<file path="config.mk">
export PLATFORM = sky130hd
export DESIGN_NAME = iate_cell
export DESIGN_NICKNAME = d
export VERILOG_FILES = /design/src/sv/iate_pkg.sv /design/src/sv/iate_cell.sv
export SDC_FILE = /design/constraint.sdc
export NUM_CORES = 1
export LEC_CHECK = 0
export BUFFER_PORTS_ARGS = -buffer_cell sky130_fd_sc_hd__buf_4
export CAP_MARGIN = 10
export CORE_MARGIN = 3
export CORE_UTILIZATION = 45
export CTS_CLUSTER_DIAMETER = 40
export DETAILED_ROUTE_END_ITERATION = 12
export PLACE_DENSITY = 0.81
export SLEW_MARGIN = 20
export SYNTH_ARGS = -nofsm -noshare
export SYNTH_HDL_FRONTEND = slang
export SYNTH_SLANG_ARGS = --single-unit
export TNS_END_PERCENT = 100
</file>
<file path="constraint.sdc">
create_clock -name clk -period 4.1 [get_ports clk]
set_input_delay 0.82 -clock clk [delete_from_list [all_inputs] [get_ports clk]]
set_output_delay 0.82 -clock clk [all_outputs]
set_load 0.05 [all_outputs]
</file>
<file path="src/sv/iate_pkg.sv">
// shared constants and types for the indexed array table engine
package iate_pkg;

  localparam int DEF_TABLE_DEPTH = 64;
  localparam int DEF_WORD_WIDTH  = 32;

  localparam int OPCODE_W   = 2;
  localparam int VALUE_W    = 32;
  localparam int INDEX_W    = 7;
  localparam int STATUS_W   = 2;
  localparam int POS_OUT_W  = 6;
  localparam int COUNT_W    = 7;
  localparam int CAP_W      = 7;
  localparam int EXT_W      = 64;

  // match bits examined per cycle by the linear scan
  localparam int SCAN_W  = 16;
  localparam int SCAN_LW = 4;

  localparam logic [CAP_W-1:0] CAP_RESET = 7'd64;

  localparam logic [OPCODE_W-1:0] OP_INSERT = 2'd0;
  localparam logic [OPCODE_W-1:0] OP_DELETE = 2'd1;
  localparam logic [OPCODE_W-1:0] OP_BSRCH  = 2'd2;
  localparam logic [OPCODE_W-1:0] OP_LSRCH  = 2'd3;

  localparam logic [STATUS_W-1:0] ST_OK     = 2'd0;
  localparam logic [STATUS_W-1:0] ST_FULL   = 2'd1;
  localparam logic [STATUS_W-1:0] ST_MISS   = 2'd2;
  localparam logic [STATUS_W-1:0] ST_BADIDX = 2'd3;

  // broadcast to every cell
  typedef struct packed {
    logic ins;
    logic del;
    logic cmp;
  } cell_cmd_t;

  typedef struct packed {
    logic start;
    logic binary;
  } seek_req_t;

  typedef struct packed {
    logic                 done;
    logic                 hit;
    logic [POS_OUT_W-1:0] pos;
  } seek_rsp_t;

endpackage

</file>
<file path="src/sv/iate_cell.sv">
// one table cell: holds a word, shifts with its neighbors, compares against the key
module iate_cell import iate_pkg::*; #(
  parameter int WORD_WIDTH = DEF_WORD_WIDTH,
  parameter int IDX_W      = INDEX_W,
  parameter int POS        = 0
) (
  input  logic                  clk,
  input  cell_cmd_t             cmd,
  input  logic [IDX_W-1:0]      idx,
  input  logic [WORD_WIDTH-1:0] key,
  input  logic [WORD_WIDTH-1:0] left_word,
  input  logic [WORD_WIDTH-1:0] right_word,
  output logic [WORD_WIDTH-1:0] word,
  output logic                  eq,
  output logic                  lt
);

  localparam logic [IDX_W-1:0] MY_POS = IDX_W'(POS);

  logic [WORD_WIDTH-1:0] word_r;
  logic [WORD_WIDTH-1:0] word_nxt;
  logic                  eq_r;
  logic                  lt_r;

  always_comb begin
    word_nxt = word_r;
    if (cmd.ins) begin
      if (MY_POS == idx) begin
        word_nxt = key;
      end else if (MY_POS > idx) begin
        word_nxt = left_word;
      end
    end else if (cmd.del && (MY_POS >= idx)) begin
      word_nxt = right_word;
    end
  end

  always_ff @(posedge clk) begin
    word_r <= word_nxt;
    if (cmd.cmp) begin
      eq_r <= (word_r == key);
      lt_r <= ($signed(word_r) < $signed(key));
    end
  end

  assign word = word_r;
  assign eq   = eq_r;
  assign lt   = lt_r;

endmodule

</file>
==> results.md <==
* Status: finished, final reports clean
* Lkg Pwr at 1.79 nW
* Hold Path Stages at 1
* # diodes at 0
* Vias per cell at 4.99
* Max-cap violations at 0
* Worst Hold Class: in2reg
* Final worst path period need at 2470 ps
* Area grow syn2layout at 47.0%
* Final Instance Area at 3660 µm²
* Commonest non-fill, non-tap cell in the layout: buf_4
* Hold Slack at 753 ps
* Post-route ant nets at 0
* CP endpoint kind: flop
* Cts bufs inserted at 5
* Count of hold-fix buffers inserted at cts at 0
* CP Launch Type: input pin
* Peak VDD IR at 0.215 mV
* Distinct cells, synth at 26
* WL/cell at 13.5 µm
* DP HPWL at 5.50 mm
* Tcrit/Tclk final at 60.3%
* Worst path arrival time at 2380 ps
* Fillers at 426
* Data required, critical path at 4010 ps
* Tot GR Track Use at 20.4%
* Skew-Pair Late Insertion Delay at 280 ps
* Die area at 6470 µm²
* Worst Tran Pin Value at 898 ps
* Peak Freq at 404 MHz
* Final Max Slew Viols at 0
* Rel. slew slack at 40.0%
* HP Start: cmd[0]
* Setup Skew at 8.82 ps
* Inst Count DP at 492
* Syn avg cell area at 8.51 µm²
* Placed cell areas at 3580 µm²
* Number of port buffers at 140
* Sequential area share after synthesis at 41.0%
* Maximum clock path buffer count at 2
* RePlAce Congestion at 0.756
* Yosys top cell area share at 41.0%
* Kind of critical path: in2reg
* FF+latch count, synth at 34
* Clk slew on worst S/H paths at 70 ps
* Post-CTS setup buffer count at 0
* CTS Root Cell: clkbuf_8
* Starting density of the core at 47.6%
* Syn_nets at 432
* Top cells by area, synth: edfxtp_1, ha_1, a21oi_1
* Initial antenna violation count at 0
* Via count at 2,496
* Die Y at 80.4 µm
* R2r startpoint: word[14]$_DFFE_PP_
* DRT Pass-1 Iters at 4
* Layout cells sized above 1 at 35.6%
* Clock sink count at 34
* Setup Viol. Count Final at 0
* FF-to-FF End: lt$_DFFE_PP_
* Setup_tns at 0 ps
* Pwr dens at 220 nW/µm²
* Post-CTS sizing at 0
* Worst-path fanout max at 64
* DR iter-0 viols at 64
* Netlist Area Pre-Place at 2490 µm²
* YS warnings at 0
* Mapped Cells at 293
* First-pass GRT wire length at 10.3 mm
* Vias in the first global route at 2,369
* GRT overflow at 0
* Pin count of the biggest net entering global routing at 65
* R2R Setup Slk at 2020 ps
* Synth area leader: edfxtp_1
* Core ar. at 5240 µm²
* Nets@finish at 568
* Post-Route WL at 6.73 mm
* Site row count at 26
* Total chip power at 0.807 mW
* TritonCTS clock tree: built
* Io pins at 141
* Unrepaired setup endpoints after global routing: no
* H-tree levels at 2
* Most frequent cells in the layout: buf_4, a21oi_1, nor2_1, edfxtp_1
* Die width at 80.4 µm
* Hold Path End: lt$_DFFE_PP_
* Fin. Hold Viols at 0
* R2R depth at 6
* Layout Cells excl Fill at 500
* DRC viols at 0
[kinds of logic after synthesis]
group | after synthesis | synth area share [%]
buffers and inverters | 45 | 7.83
AND/OR/NAND/NOR | 93 | 15.9
AO/OA/AOI/OAI | 88 | 18.9
adder cells (fa/ha/maj) | 32 | 16.1
flip-flops | 34 | 41.0
multiplexers | 1 | 0.402
[cell usage after synthesis (all sizes together)]
| library cell | instances |
|---|---|
| nor2b | 1 |
| o31a | 1 |
| a21o | 2 |
| edfxtp | 34 |
| nand2 | 8 |
| nand3 | 2 |
| o211ai | 1 |
| clkbuf | 7 |
| a21oi | 76 |
| inv | 32 |
| nor3 | 2 |
| o21ai | 4 |
| nand2b | 1 |
| a221o | 1 |
| a221oi | 1 |
| o22ai | 1 |
| ha | 32 |
| a21boi | 1 |
| buf | 6 |
| mux2i | 1 |
| nor4 | 3 |
| nand4 | 8 |
| nor2 | 68 |
[critical path: stages]
cell	delay (ps)
buf_4	110
nor4_2	290
nand2_2	60
buf_4	320
nor2_4	780
[through the flow]
step	setup WS (ps)	util (%)
3_5_place_dp	1280	68.3
2_1_floorplan	830	-
4_1_cts	1570	69.9
6_report	1630	69.9
3_3_place_gp	1330	68.3
5_1_grt	1490	69.9
[registers in the layout, indices dropped and copies added (netlist names)]
register	flops
word	32
eq	1
lt	1
[final cells by class]
class / count / area [µm²] / area share (%)
inverters: 32 / 120 / 3.28
multi-input cells: 214 / 1280 / 35.0
clock inverters: 3 / 16.3 / 0.444
well taps: 70 / 87.6 / 2.39
clock buffers: 5 / 68.8 / 1.88
flip-flops and latches: 34 / 1020 / 27.9
repair buffers: 142 / 1070 / 29.1
[how the worst max path moves through the flow]
stage,startpoint,endpoint,cells after the start
after floorplan,idx[5],word[0]$_DFFE_PP_,4
after global placement,idx[5],word[16]$_DFFE_PP_,5
after detailed placement,idx[5],word[19]$_DFFE_PP_,5
after CTS,idx[5],word[4]$_DFFE_PP_,5
after global routing,idx[5],word[3]$_DFFE_PP_,5
final,idx[5],word[4]$_DFFE_PP_,5
[where the power goes]
part           internal (mW)  switching (mW)  total, mW
logic                  0.101          0.0779      0.179
clock network          0.116           0.123      0.239
registers              0.388         0.00121      0.389
total                  0.605           0.202      0.807
[layer usage]
layer  up-vias  track usage, %  wire [µm]
met5         -               0          0
met4         0            4.05         63
met3         6            4.71        476
met2        86            38.3       3560
met1      1104            23.3       2630
li1       1300               -          -
(Power assumes the default switching activity.)
