===== src/sv/iate_pkg.sv =====
// shared constants and types for the indexed array table engine
package iate_pkg;

  localparam int DEF_TABLE_DEPTH = 64;
  localparam int DEF_WORD_WIDTH  = 32;

  localparam int OPCODE_W   = 2;
  localparam int VALUE_W    = 32;
  localparam int INDEX_W    = 7;
  localparam int STATUS_W   = 2;
  localparam int POS_OUT_W  = 6;
  localparam int COUNT_W    = 7;
  localparam int CAP_W      = 7;
  localparam int EXT_W      = 64;

  // match bits examined per cycle by the linear scan
  localparam int SCAN_W  = 16;
  localparam int SCAN_LW = 4;

  localparam logic [CAP_W-1:0] CAP_RESET = 7'd64;

  localparam logic [OPCODE_W-1:0] OP_INSERT = 2'd0;
  localparam logic [OPCODE_W-1:0] OP_DELETE = 2'd1;
  localparam logic [OPCODE_W-1:0] OP_BSRCH  = 2'd2;
  localparam logic [OPCODE_W-1:0] OP_LSRCH  = 2'd3;

  localparam logic [STATUS_W-1:0] ST_OK     = 2'd0;
  localparam logic [STATUS_W-1:0] ST_FULL   = 2'd1;
  localparam logic [STATUS_W-1:0] ST_MISS   = 2'd2;
  localparam logic [STATUS_W-1:0] ST_BADIDX = 2'd3;

  // broadcast to every cell
  typedef struct packed {
    logic ins;
    logic del;
    logic cmp;
  } cell_cmd_t;

  typedef struct packed {
    logic start;
    logic binary;
  } seek_req_t;

  typedef struct packed {
    logic                 done;
    logic                 hit;
    logic [POS_OUT_W-1:0] pos;
  } seek_rsp_t;

endpackage


===== src/sv/iate_seek.sv =====
// search sequencer over the cells' registered match and less-than flags
module iate_seek import iate_pkg::*; #(
  parameter int TABLE_DEPTH = DEF_TABLE_DEPTH
) (
  input  logic                                 clk,
  input  logic                                 rst_n,
  input  seek_req_t                            req,
  input  logic [$clog2(TABLE_DEPTH+1)-1:0]     used,
  input  logic [TABLE_DEPTH-1:0]               eq_vec,
  input  logic [TABLE_DEPTH-1:0]               lt_vec,
  output seek_rsp_t                            rsp
);

  localparam int CNT_W   = $clog2(TABLE_DEPTH + 1);
  localparam int POS_W   = $clog2(TABLE_DEPTH);
  localparam int N_CHUNK = (TABLE_DEPTH + SCAN_W - 1) / SCAN_W;
  localparam int PAD_W   = N_CHUNK * SCAN_W;
  localparam int CH_W    = (N_CHUNK > 1) ? $clog2(N_CHUNK) : 1;
  localparam logic [CH_W-1:0] LAST_CHUNK = CH_W'(N_CHUNK - 1);

  logic             running_r, running_nxt;
  logic             binary_r, binary_nxt;
  logic [CNT_W-1:0] lo_r, lo_nxt;
  logic [CNT_W-1:0] hi_r, hi_nxt;
  logic [CH_W-1:0]  chunk_r, chunk_nxt;

  logic [PAD_W-1:0]          hit_pad;
  logic [SCAN_W-1:0]         chunk_bits;
  logic                      chunk_any;
  logic [SCAN_LW-1:0]        chunk_lpos;
  logic [CNT_W:0]            mid_sum;
  logic [CNT_W-1:0]          mid;
  logic [POS_W-1:0]          mid_i;
  logic [CNT_W+POS_OUT_W-1:0] mid_pad;
  logic [CH_W+SCAN_LW+POS_OUT_W-1:0] lin_pad;

  // only used positions may match
  for (genvar g = 0; g < PAD_W; g++) begin : g_hit
    if (g < TABLE_DEPTH) begin : g_real
      assign hit_pad[g] = eq_vec[g] && (CNT_W'(g) < used);
    end else begin : g_pad
      assign hit_pad[g] = 1'b0;
    end
  end

  assign chunk_bits = hit_pad[chunk_r*SCAN_W +: SCAN_W];

  always_comb begin
    chunk_any  = 1'b0;
    chunk_lpos = '0;
    for (int k = SCAN_W - 1; k >= 0; k--) begin
      if (chunk_bits[k]) begin
        chunk_any  = 1'b1;
        chunk_lpos = SCAN_LW'(k);
      end
    end
  end

  assign mid_sum = {1'b0, lo_r} + {1'b0, hi_r};
  assign mid     = mid_sum[CNT_W:1];
  assign mid_i   = mid[POS_W-1:0];
  assign mid_pad = {{POS_OUT_W{1'b0}}, mid};
  assign lin_pad = {{POS_OUT_W{1'b0}}, chunk_r, chunk_lpos};

  always_comb begin
    running_nxt = running_r;
    binary_nxt  = binary_r;
    lo_nxt      = lo_r;
    hi_nxt      = hi_r;
    chunk_nxt   = chunk_r;
    rsp         = '0;
    if (req.start) begin
      running_nxt = 1'b1;
      binary_nxt  = req.binary;
      lo_nxt      = '0;
      hi_nxt      = used;
      chunk_nxt   = '0;
    end else if (running_r) begin
      if (binary_r) begin
        if (lo_r >= hi_r) begin
          rsp.done = 1'b1;
        end else if (eq_vec[mid_i]) begin
          rsp.done = 1'b1;
          rsp.hit  = 1'b1;
          rsp.pos  = mid_pad[POS_OUT_W-1:0];
        end else if (lt_vec[mid_i]) begin
          lo_nxt = mid + CNT_W'(1);
        end else begin
          hi_nxt = mid;
        end
      end else begin
        if (chunk_any) begin
          rsp.done = 1'b1;
          rsp.hit  = 1'b1;
          rsp.pos  = lin_pad[POS_OUT_W-1:0];
        end else if (chunk_r == LAST_CHUNK) begin
          rsp.done = 1'b1;
        end else begin
          chunk_nxt = chunk_r + CH_W'(1);
        end
      end
      if (rsp.done) begin
        running_nxt = 1'b0;
      end
    end
  end

  always_ff @(posedge clk) begin
    if (!rst_n) begin
      running_r <= 1'b0;
    end else begin
      running_r <= running_nxt;
    end
  end

  always_ff @(posedge clk) begin
    binary_r <= binary_nxt;
    lo_r     <= lo_nxt;
    hi_r     <= hi_nxt;
    chunk_r  <= chunk_nxt;
  end

endmodule


===== config.mk =====
export PLATFORM = sky130hd
export DESIGN_NAME = iate_seek
export DESIGN_NICKNAME = d
export VERILOG_FILES = /design/src/sv/iate_pkg.sv /design/src/sv/iate_seek.sv
export SDC_FILE = /design/constraint.sdc
export NUM_CORES = 1
export LEC_CHECK = 0
export BUFFER_PORTS_ARGS = -buffer_cell sky130_fd_sc_hd__buf_2
export CORE_MARGIN = 2
export CORE_UTILIZATION = 40
export CTS_CLUSTER_DIAMETER = 40
export DETAILED_ROUTE_END_ITERATION = 8
export GPL_TIMING_DRIVEN = 0
export PLACE_DENSITY_LB_ADDON = 0.05
export SLEW_MARGIN = 30
export SYNTH_ARGS = -nofsm -noshare
export SYNTH_HDL_FRONTEND = slang
export SYNTH_SLANG_ARGS = --single-unit

===== constraint.sdc =====
create_clock -name clk -period 6.6 [get_ports clk]
set_input_delay 1.32 -clock clk [delete_from_list [all_inputs] [get_ports clk]]
set_output_delay 1.32 -clock clk [all_outputs]
set_load 0.03 [all_outputs]

==> metrics.md, run 1 <==
| Metric | Value |
|---|---|
| Status | `complete, no violations` |
| Internal power | `0.822 mW` |
| Max frequency | `between 150 and 200 MHz` |
| IO buf count | `144` |
| Setup TNS | `0 ps` |
| Proportion of layout cells with a drive suffix above 1 | `0.256` |
| GR Overflow Total | `0` |
| Die ar. | `0.0130 mm^2` |
| Worst EP arrival | `4840 ps` |
| Proportion of power drawn by flip-flops and latches | `0.080` |
| Synth Flop Type | `dfxtp_1` |
| Die H | `~110 um` |
| Placed cell area | `around 0.0058 mm^2` |
| Post-synthesis area per instance | `about 6.8 um^2` |
| Yosys cell types | `93` |
| Vias in the first global route | `6,506` |
| CTS tree | `built` |
| Sw Share | `0.599` |
| Max-cap violations | `0` |
| Worst hold margin | `489 ps` |
| Initial drt markers | `780` |
| Psw | `1.23 mW` |
| Cells after Synth | `approximately 700` |
| CP Max Fanout | `10` |
| Fin area | `0.00585 mm^2` |
| Overall power | `~2.1 mW` |
| CORE AREA | `0.0119 mm^2` |
| CTS resizes | `0` |
| Initial core utilization | `0.407` |
| Pre-Repair DR Iteration Count | `6` |
| Cell area power density | `351 mW/mm^2` |
| Synth Net Count | `863` |
| Antenna fix cells | `0` |
| Pleak | `2.49 nW` |
| Tmin final | `6160 ps` |
| Routed vias | `6,735` |
| Final Skew | `3.45 ps` |
| Area grow syn2layout | `20.8%` |
| Slew headroom | `0.380` |
| Antenna violations before repair | `1` |
| First-pass GRT wire length | `37,100 um` |
| Comb pwr share | `0.853` |
| Fin. max-slew vios | `0` |
| Sink Count | `18` |
| Final Util | `0.491` |
| Area contributors post-synth | `nand2_1 (8.5%), mux2i_1 (5.6%), edfxtp_1 (5.0%)` |
| FF+latch count, synth | `18` |
| Root Driver | `clkbuf_16` |
| Placer Congestion | `1.02` |
| Clk slew on worst S/H paths | `50 ps` |
| Setup Crit Path Kind | `input port to primary output` |
| Via density | `between 6 and 7` |
| Post-synth top area share | `0.0853` |
| RSZ-0062 raised after global routing | `false` |
| Critical Path Start Type | `input port` |
| Seq/Total Area, Yosys | `0.0910` |
| Min-delay src | `running_r` |
| Largest net degree at the start of global routing | `11` |
| EDFF count, synth | `8` |
| Post-CTS Setup Bufs | `0` |
| Final wirelength | `24,900 um` |
| Hold Path Class | `register to register` |
| Max clock buf depth | `2` |
| Tightest Pin Transition | `922 ps` |
| Crit share post-route | `0.933` |
| Most frequent cell after synthesis | `nand2_1` |
| Area leader, netlist | `nand2_1` |
| Post-synthesis async set-or-reset flop share | `0` |
| Hold_buf cts | `0` |
| Hpwl dp | `19,900 um` |
| Worst Setup SP | `used[6]` |
| Maximum VDD drop | `165 uV` |
| FP Rows | `40` |
| Reg-to-Reg Start | `hi_r[0]` |
| Final Setup Violations | `0` |
| # nets final | `1,012` |
| Mapped Area | `0.00484 mm^2` |
| Die width | `between 100 and 150 um` |
| Yosys warnings | `0` |
| H-Tree Depth | `1` |
| Worst Path Required | `5280 ps` |
| Fillers | `1,237` |
| Worst-skew pair later-pin latency | `260 ps` |
| Top Ports | `~150` |
| Per-cell routed wire length | `24.9 um` |
| Cts bufs inserted | `3` |
| Detail Route Antenna Nets | `0` |
| GRT Overall Usage | `0.374` |
| DRC | `0` |
| Hold Vio Cnt, Final | `0` |
| Clock power frac | `0.067` |
| Synth cell count leaders | `nand2_1 (110), nor2_1 (43), nor3_1 (41)` |
| Crit path capture type | `primary output` |
==> cells in the final DEF, fill, tap and decap left out, types with 11 or more instances in the layout <==
cell / count
clkbuf_1: 23
nor4_1: 11
nand2_1: 110
nand3_1: 23
o21ai_0: 38
mux2i_1: 27
a21oi_1: 30
ha_1: 16
nor3_1: 41
nor2_1: 43
buf_2: 169
inv_1: 18
o22ai_1: 16
nand2b_1: 18
==> power by group through the flow <==
stage	clock network, mW	registers, mW	logic, mW
after floorplan	0	0.158	1.16
after global placement	0	0.165	1.64
after detailed placement	0	0.167	1.68
after CTS	0.138	0.165	1.69
after global routing	0.141	0.167	1.85
final	0.138	0.165	1.75
==> per-stage QoR <==
stage,setup slack (ps),std cells
floorplan,1420,707
global placement,558,998
detailed placement,559,998
CTS,523,1002
global route,64.8,1002
finish,445,1002
==> final timing paths <==
check / endpoint / slack [ps] / depth (start not counted)
worst max register to register: lo_r[3] / 1930 / 14
worst min register to register: running_r / 490 / 2
worst min-delay path: running_r / 490 / 2
worst max-delay path: rsp[1] / 440 / 12
==> logic make-up after synthesis <==
group / synth area share
AND/OR/NAND/NOR: 0.325
AO/OA/AOI/OAI: 0.366
buffers and inverters: 0.0762
multiplexers: 0.0783
flip-flops: 0.0910
adder cells (fa/ha/maj): 0.0455
XOR/XNOR: 0.0181
==> flip-flops by register name, indices dropped and copies added, names as in the netlist <==
signal	count
running_r	1
hi_r	7
chunk_r	2
lo_r	7
binary_r	1
==> metal layers <==
metal  share of wire  up-vias  GRT usage
met2            0.44      467      0.580
li1                -     3014          -
met5               0        -          0
met1            0.41     3173      0.498
met3           0.098       81     0.0558
met4           0.052        0      0.204
==> worst max-delay path: stages <==
cell and delay [ps]:
buf_2 130, clkbuf_1 210, nor4_2 860, nor3b_1 100, o32a_1 210, o32ai_1 680
nand4b_1 240, nor4_1 380, nand2b_1 300, nor2_1 70, o2bb2ai_1 140, buf_2 190
==> layout make-up <==
type | instances | area, um^2 | area share
multi-input combinational | 608 | 4050 | 0.692
timing repair buffer | 144 | 721 | 0.123
sequential | 18 | 440 | 0.0753
buffer | 59 | 287 | 0.0490
tap | 147 | 184 | 0.0314
clock buffer | 4 | 88.8 | 0.0152
inverter | 22 | 82.6 | 0.0141
Note: power is estimated with default switching activity, not from simulation.
==> inputs of run 2 (changes only) <==
--- a/config.mk
+++ b/config.mk
@@ -6,6 +6,7 @@
 export NUM_CORES = 1
 export LEC_CHECK = 0
 export BUFFER_PORTS_ARGS = -buffer_cell sky130_fd_sc_hd__buf_2
+export CORE_ASPECT_RATIO = 1.25
 export CORE_MARGIN = 2
 export CORE_UTILIZATION = 40
 export CTS_CLUSTER_DIAMETER = 40
@@ -16,3 +17,4 @@
 export SYNTH_ARGS = -nofsm -noshare
 export SYNTH_HDL_FRONTEND = slang
 export SYNTH_SLANG_ARGS = --single-unit
+export TNS_END_PERCENT = 20
==> metrics.md, run 2 (synthesis gave the netlist of run 1 again) <==
| Metric | Value |
|---|---|
| Status | `complete, no violations` |
| Hold_buf cts | `0` |
| Per-cell routed wire length | `24.4 um` |
| Worst Path Required | `around 5300 ps` |
| Final Setup Violations | `0` |
| Clock power frac | `0.060` |
| Initial drt markers | `764` |
| Routed vias | `6,695` |
| IO buf count | `144` |
| Met2 usage | `0.617` |
| Proportion of power drawn by flip-flops and latches | `0.081` |
| Worst hold margin | `505 ps` |
| Worst EP arrival | `4900 ps` |
| Sink Count | `18` |
| Internal power | `0.810 mW` |
| Setup Crit Path Kind | `input port to primary output` |
| Max frequency | `about 160 MHz` |
| Root Driver | `clkbuf_16` |
| Commonest non-fill, non-tap cell in the layout | `buf_2` |
| Hpwl dp | `roughly 20,000 um` |
| Top Ports | `~150` |
| Die ar. | `0.0130 mm^2` |
| Tightest Pin Transition | `906 ps` |
| First-pass GRT wire length | `36,100 um` |
| RSZ-0062 raised after global routing | `false` |
| Crit path capture type | `primary output` |
| Cell area power density | `around 350 mW/mm^2` |
| Grt met1 use | `0.457` |
| Sw Share | `0.599` |
| Die H | `roughly 130 um` |
| Placer Congestion | `1.05` |
| Largest net degree at the start of global routing | `11` |
| Comb pwr share | `0.858` |
| Reg area | `440 um^2` |
| Via density | `6.59` |
| GRT Max-Usage Layer | `met2` |
| Clk slew on worst S/H paths | `50 ps` |
| Maximum VDD drop | `about 170 uV` |
| Setup TNS | `0 ps` |
| Fillers | `1,257` |
| Detail Route Antenna Nets | `0` |
| Regs by FF count | `hi_r: 7 flops, lo_r: 7 flops, chunk_r: 2 flops` |
| GRT Overall Usage | `0.367` |
| Initial core utilization | `0.413` |
| Commonest non-fill, non-tap cells in the layout | `buf_2 (169), nand2_1 (110), nor2_1 (43)` |
| Tmin final | `6220 ps` |
| Max clock buf depth | `2` |
| Pre-Repair DR Iteration Count | `7` |
| Post-CTS Setup Bufs | `0` |
| Pleak | `2.48 nW` |
| Antenna fix cells | `0` |
| CP Max Fanout | `10` |
| # nets final | `approximately 1,000` |
| Crit share post-route | `0.943` |
| Proportion of layout cells with a drive suffix above 1 | `0.255` |
| Hold Vio Cnt, Final | `0` |
| Hold Path Class | `register to register` |
| GR Overflow Total | `0` |
| Final Skew | `2.41 ps` |
| Fin. max-slew vios | `0` |
| CTS tree | `built` |
| Final wirelength | `24,800 um` |
| Met3 Use GR | `0.0514` |
| Psw | `about 1.2 mW` |
| Non-filler instance count after layout | `between 1,000 and 1,500` |
| Antenna violations before repair | `0` |
| Vias in the first global route | `6,232` |
| Slew headroom | `0.394` |
| H-Tree Depth | `1` |
| Die width | `102 um` |
| Dpl cells | `a little over 1,000` |
| Worst-skew pair later-pin latency | `between 200 and 300 ps` |
| Max-cap violations | `0` |
| CORE AREA | `between 0.01 and 0.015 mm^2` |
| Area grow syn2layout | `21.0%` |
| CTS resizes | `0` |
| Cts bufs inserted | `3` |
| Critical Path Start Type | `input port` |
| Area occupied by multi-input gates | `0.00405 mm^2` |
| FP Rows | `44` |
| DRC | `0` |
[run 2: cell types whose count changed in the layout (fill, tap and decap cells not counted), sizes merged]
| cell | delta |
|---|---|
| clkinv | +1 |
| clkbuf | -1 |
[run 2: layout make-up]
class                      instances  area share
multi-input combinational        608       0.691
timing repair buffer             144       0.123
sequential                        18      0.0752
buffer                            59      0.0489
tap                              161      0.0344
inverter                          22      0.0141
clock buffer                       3      0.0128
clock inverter                     1    0.000641
[run 2: path summary, 6_finish.rpt]
check | from | endpoint | slack [ps] | cells after the start
min | running_r | running_r | 510 | 2
min reg2reg | running_r | running_r | 510 | 2
max | used[6] | rsp[1] | 380 | 12
max reg2reg | hi_r[0] | lo_r[3] | 2110 | 12
[run 2: metal layers]
layer	part of all wire	wire, um
met5	0	0
met1	0.38	9500
met4	0.059	1460
met2	0.46	11400
met3	0.098	2430
[run 2: critical path, cell delays in order]
cell	delay, ps
buf_2	130
clkbuf_1	230
nor4_2	840
nor3b_1	100
o32a_1	220
o32ai_1	790
nand4b_1	240
nor4_1	330
nand2b_1	310
nor2_1	70
o2bb2ai_1	130
buf_2	190
[run 2: power by group through the flow]
stage	logic [mW]	registers [mW]	clock network, mW
2_1_floorplan	1.16	0.158	0
3_3_place_gp	1.66	0.164	0
3_5_place_dp	1.68	0.166	0
4_1_cts	1.69	0.164	0.123
5_1_grt	1.84	0.166	0.127
6_report	1.73	0.164	0.122
[run 2: metrics by stage]
stage               power [mW]  area [um^2]  setup slack [ps]  utilization
floorplan                 1.32         4840              1420            -
global placement          1.82         5760               578        0.492
detailed placement        1.85         5780               542        0.493
CTS                       1.98         5860               494        0.499
global route              2.13         5860               299        0.499
finish                    2.02         5860               378        0.499
==> inputs of run 3 (changes only) <==
--- a/config.mk
+++ b/config.mk
@@ -12,7 +12,7 @@
 export CTS_CLUSTER_DIAMETER = 40
 export DETAILED_ROUTE_END_ITERATION = 8
 export GPL_TIMING_DRIVEN = 0
-export PLACE_DENSITY_LB_ADDON = 0.05
+export PLACE_DENSITY = 0.62
 export SLEW_MARGIN = 30
 export SYNTH_ARGS = -nofsm -noshare
 export SYNTH_HDL_FRONTEND = slang
==> metrics.md, run 3 (synthesis gave the netlist of run 1 again) <==
| Metric | Value |
|---|---|
| Crit share post-route | `0.943` |
| H-Tree Depth | `1` |
| Commonest non-fill, non-tap cells in the layout | `buf_2 (169), nand2_1 (110), nor2_1 (43)` |
| Die width | `102 um` |
| Crit path top cell by count | `buf_2` |
| Area grow syn2layout | `21.2%` |
| Initial core utilization | `0.413` |
| Maximum VDD drop | `156 uV` |
| Tmin final | `6230 ps` |
| Fin. max-slew vios | `0` |
| IO buf count | `144` |
| Regs by FF count | `hi_r: 7 flops, lo_r: 7 flops, chunk_r: 2 flops` |
| Critical Path Start Type | `input port` |
| Cell area power density | `345 mW/mm^2` |
| Fillers | `1,235` |
| Setup Crit Path Kind | `input port to primary output` |
| Via density | `6.76` |
| GRT Overall Usage | `0.385` |
| Reg area | `440 um^2` |
| Final Setup Violations | `0` |
| Delay of the slowest critical-path stage | `between 800 and 900 ps` |
| CP delay by family, top | `simple AND/OR/NAND/NOR gates` |
| Dpl cells | `1,012` |
| Root Driver | `clkbuf_16` |
| Vias in the first global route | `~6,500` |
| CORE AREA | `0.0117 mm^2` |
| Die ar. | `about 0.013 mm^2` |
| CP Max Fanout | `10` |
| Per-cell routed wire length | `between 20 and 30 um` |
| Tightest Pin Transition | `between 900 and 1000 ps` |
| Ordered cell list for the critical path | `buf_2 > clkbuf_1 > nor4_2 > nor3b_1 > o32a_1 > o32ai_1 > nand4b_1 > nor4_1 > nand2b_1 > nor2_1 > o2bb2ai_1 > buf_2` |
| Routed vias | `between 6,000 and 7,000` |
| Clk slew on worst S/H paths | `50 ps` |
| Crit path capture type | `primary output` |
| Sink Count | `18` |
| Hold Vio Cnt, Final | `0` |
| Max-cap violations | `0` |
| Placer Congestion | `1.05` |
| Die H | `127 um` |
| Slowest CP cell | `nor4_2` |
| CTS resizes | `0` |
| Detail Route Antenna Nets | `0` |
| Antenna fix cells | `0` |
| Pleak | `2.49 nW` |
| Pre-Repair DR Iteration Count | `5` |
| Slew headroom | `0.357` |
| Worst EP arrival | `4910 ps` |
| DRC | `0` |
| Cts bufs inserted | `3` |
| CTS tree | `built` |
| Area occupied by multi-input gates | `0.00405 mm^2` |
| Hold_buf cts | `0` |
| Top Ports | `147` |
| Initial drt markers | `768` |
| First-pass GRT wire length | `38,000 um` |
| FP Rows | `44` |
| Antenna violations before repair | `0` |
| Setup TNS | `0 ps` |
| Max frequency | `161 MHz` |
| GR Overflow Total | `0` |
| Post-CTS Setup Bufs | `0` |
| Largest net degree at the start of global routing | `11` |
| Max clock buf depth | `2` |
| RSZ-0062 raised after global routing | `false` |
| Worst Path Required | `5280 ps` |
| Worst-skew pair later-pin latency | `250 ps` |
| Non-filler instance count after layout | `1,016` |
| Final wirelength | `roughly 26,000 um` |
| # nets final | `approximately 1,000` |
| Status | `complete, no violations` |
| Buf/Inv on CP | `3` |
| Proportion of layout cells with a drive suffix above 1 | `0.256` |
| Hpwl dp | `20,700 um` |
| Commonest non-fill, non-tap cell in the layout | `buf_2` |
| Final Skew | `about 4.3 ps` |
| Hold Path Class | `register to register` |
## run 3: area by class of cell
| class | count | share of cell area |
|---|---|---|
| buffer | 59 | 0.0488 |
| clock buffer | 4 | 0.0151 |
| inverter | 22 | 0.0141 |
| multi-input combinational | 608 | 0.690 |
| sequential | 18 | 0.0751 |
| tap | 161 | 0.0343 |
| timing repair buffer | 144 | 0.123 |
## run 3: final timing paths
kind / to / depth (start not counted) / slack [ps] / start
setup / recovery: rsp[1] / 12 / 370 / used[6]
setup reg to reg: hi_r[2] / 11 / 1870 / hi_r[0]
hold reg to reg: running_r / 2 / 500 / running_r
hold / removal: running_r / 2 / 500 / running_r
## run 3: per-layer routing
metal | wire length (um) | GRT usage | part of all wire | up-vias
li1 | - | - | - | 3015
met1 | 9560 | 0.479 | 0.37 | 3203
met2 | 12200 | 0.660 | 0.48 | 529
met3 | 2410 | 0.0470 | 0.094 | 125
met4 | 1490 | 0.165 | 0.058 | 0
met5 | 0 | 0 | 0 | -
## run 3: worst register-to-register path: stages (launching register included)
cell and delay (ps):
edfxtp_1 410, ha_1 250, fa_1 550, buf_2 240
clkinv_1 460, nor3_1 680, mux2i_1 360, o221ai_1 260
a211oi_1 80, or3_1 440, nand4_2 320, a31o_2 380
## run 3: power breakdown
part | leakage [nW] | internal [mW] | switching (mW)
sequential | 0.160 | 0.145 | 0.0225
clock | 0.0442 | 0.0923 | 0.0428
combinational | 2.29 | 0.584 | 1.14
total | 2.49 | 0.821 | 1.20
## run 3: metrics by stage
stage | total power, mW | util | setup WS [ps] | cell area (um^2) | hold WS (ps)
after floorplan | 1.32 | - | 1420 | 4840 | 455
after global placement | 1.79 | 0.492 | 490 | 5760 | 488
after detailed placement | 1.82 | 0.493 | 560 | 5780 | 495
after CTS | 1.96 | 0.500 | 518 | 5870 | 502
after global routing | 2.13 | 0.500 | 282 | 5870 | 508
final | 2.02 | 0.500 | 374 | 5870 | 501
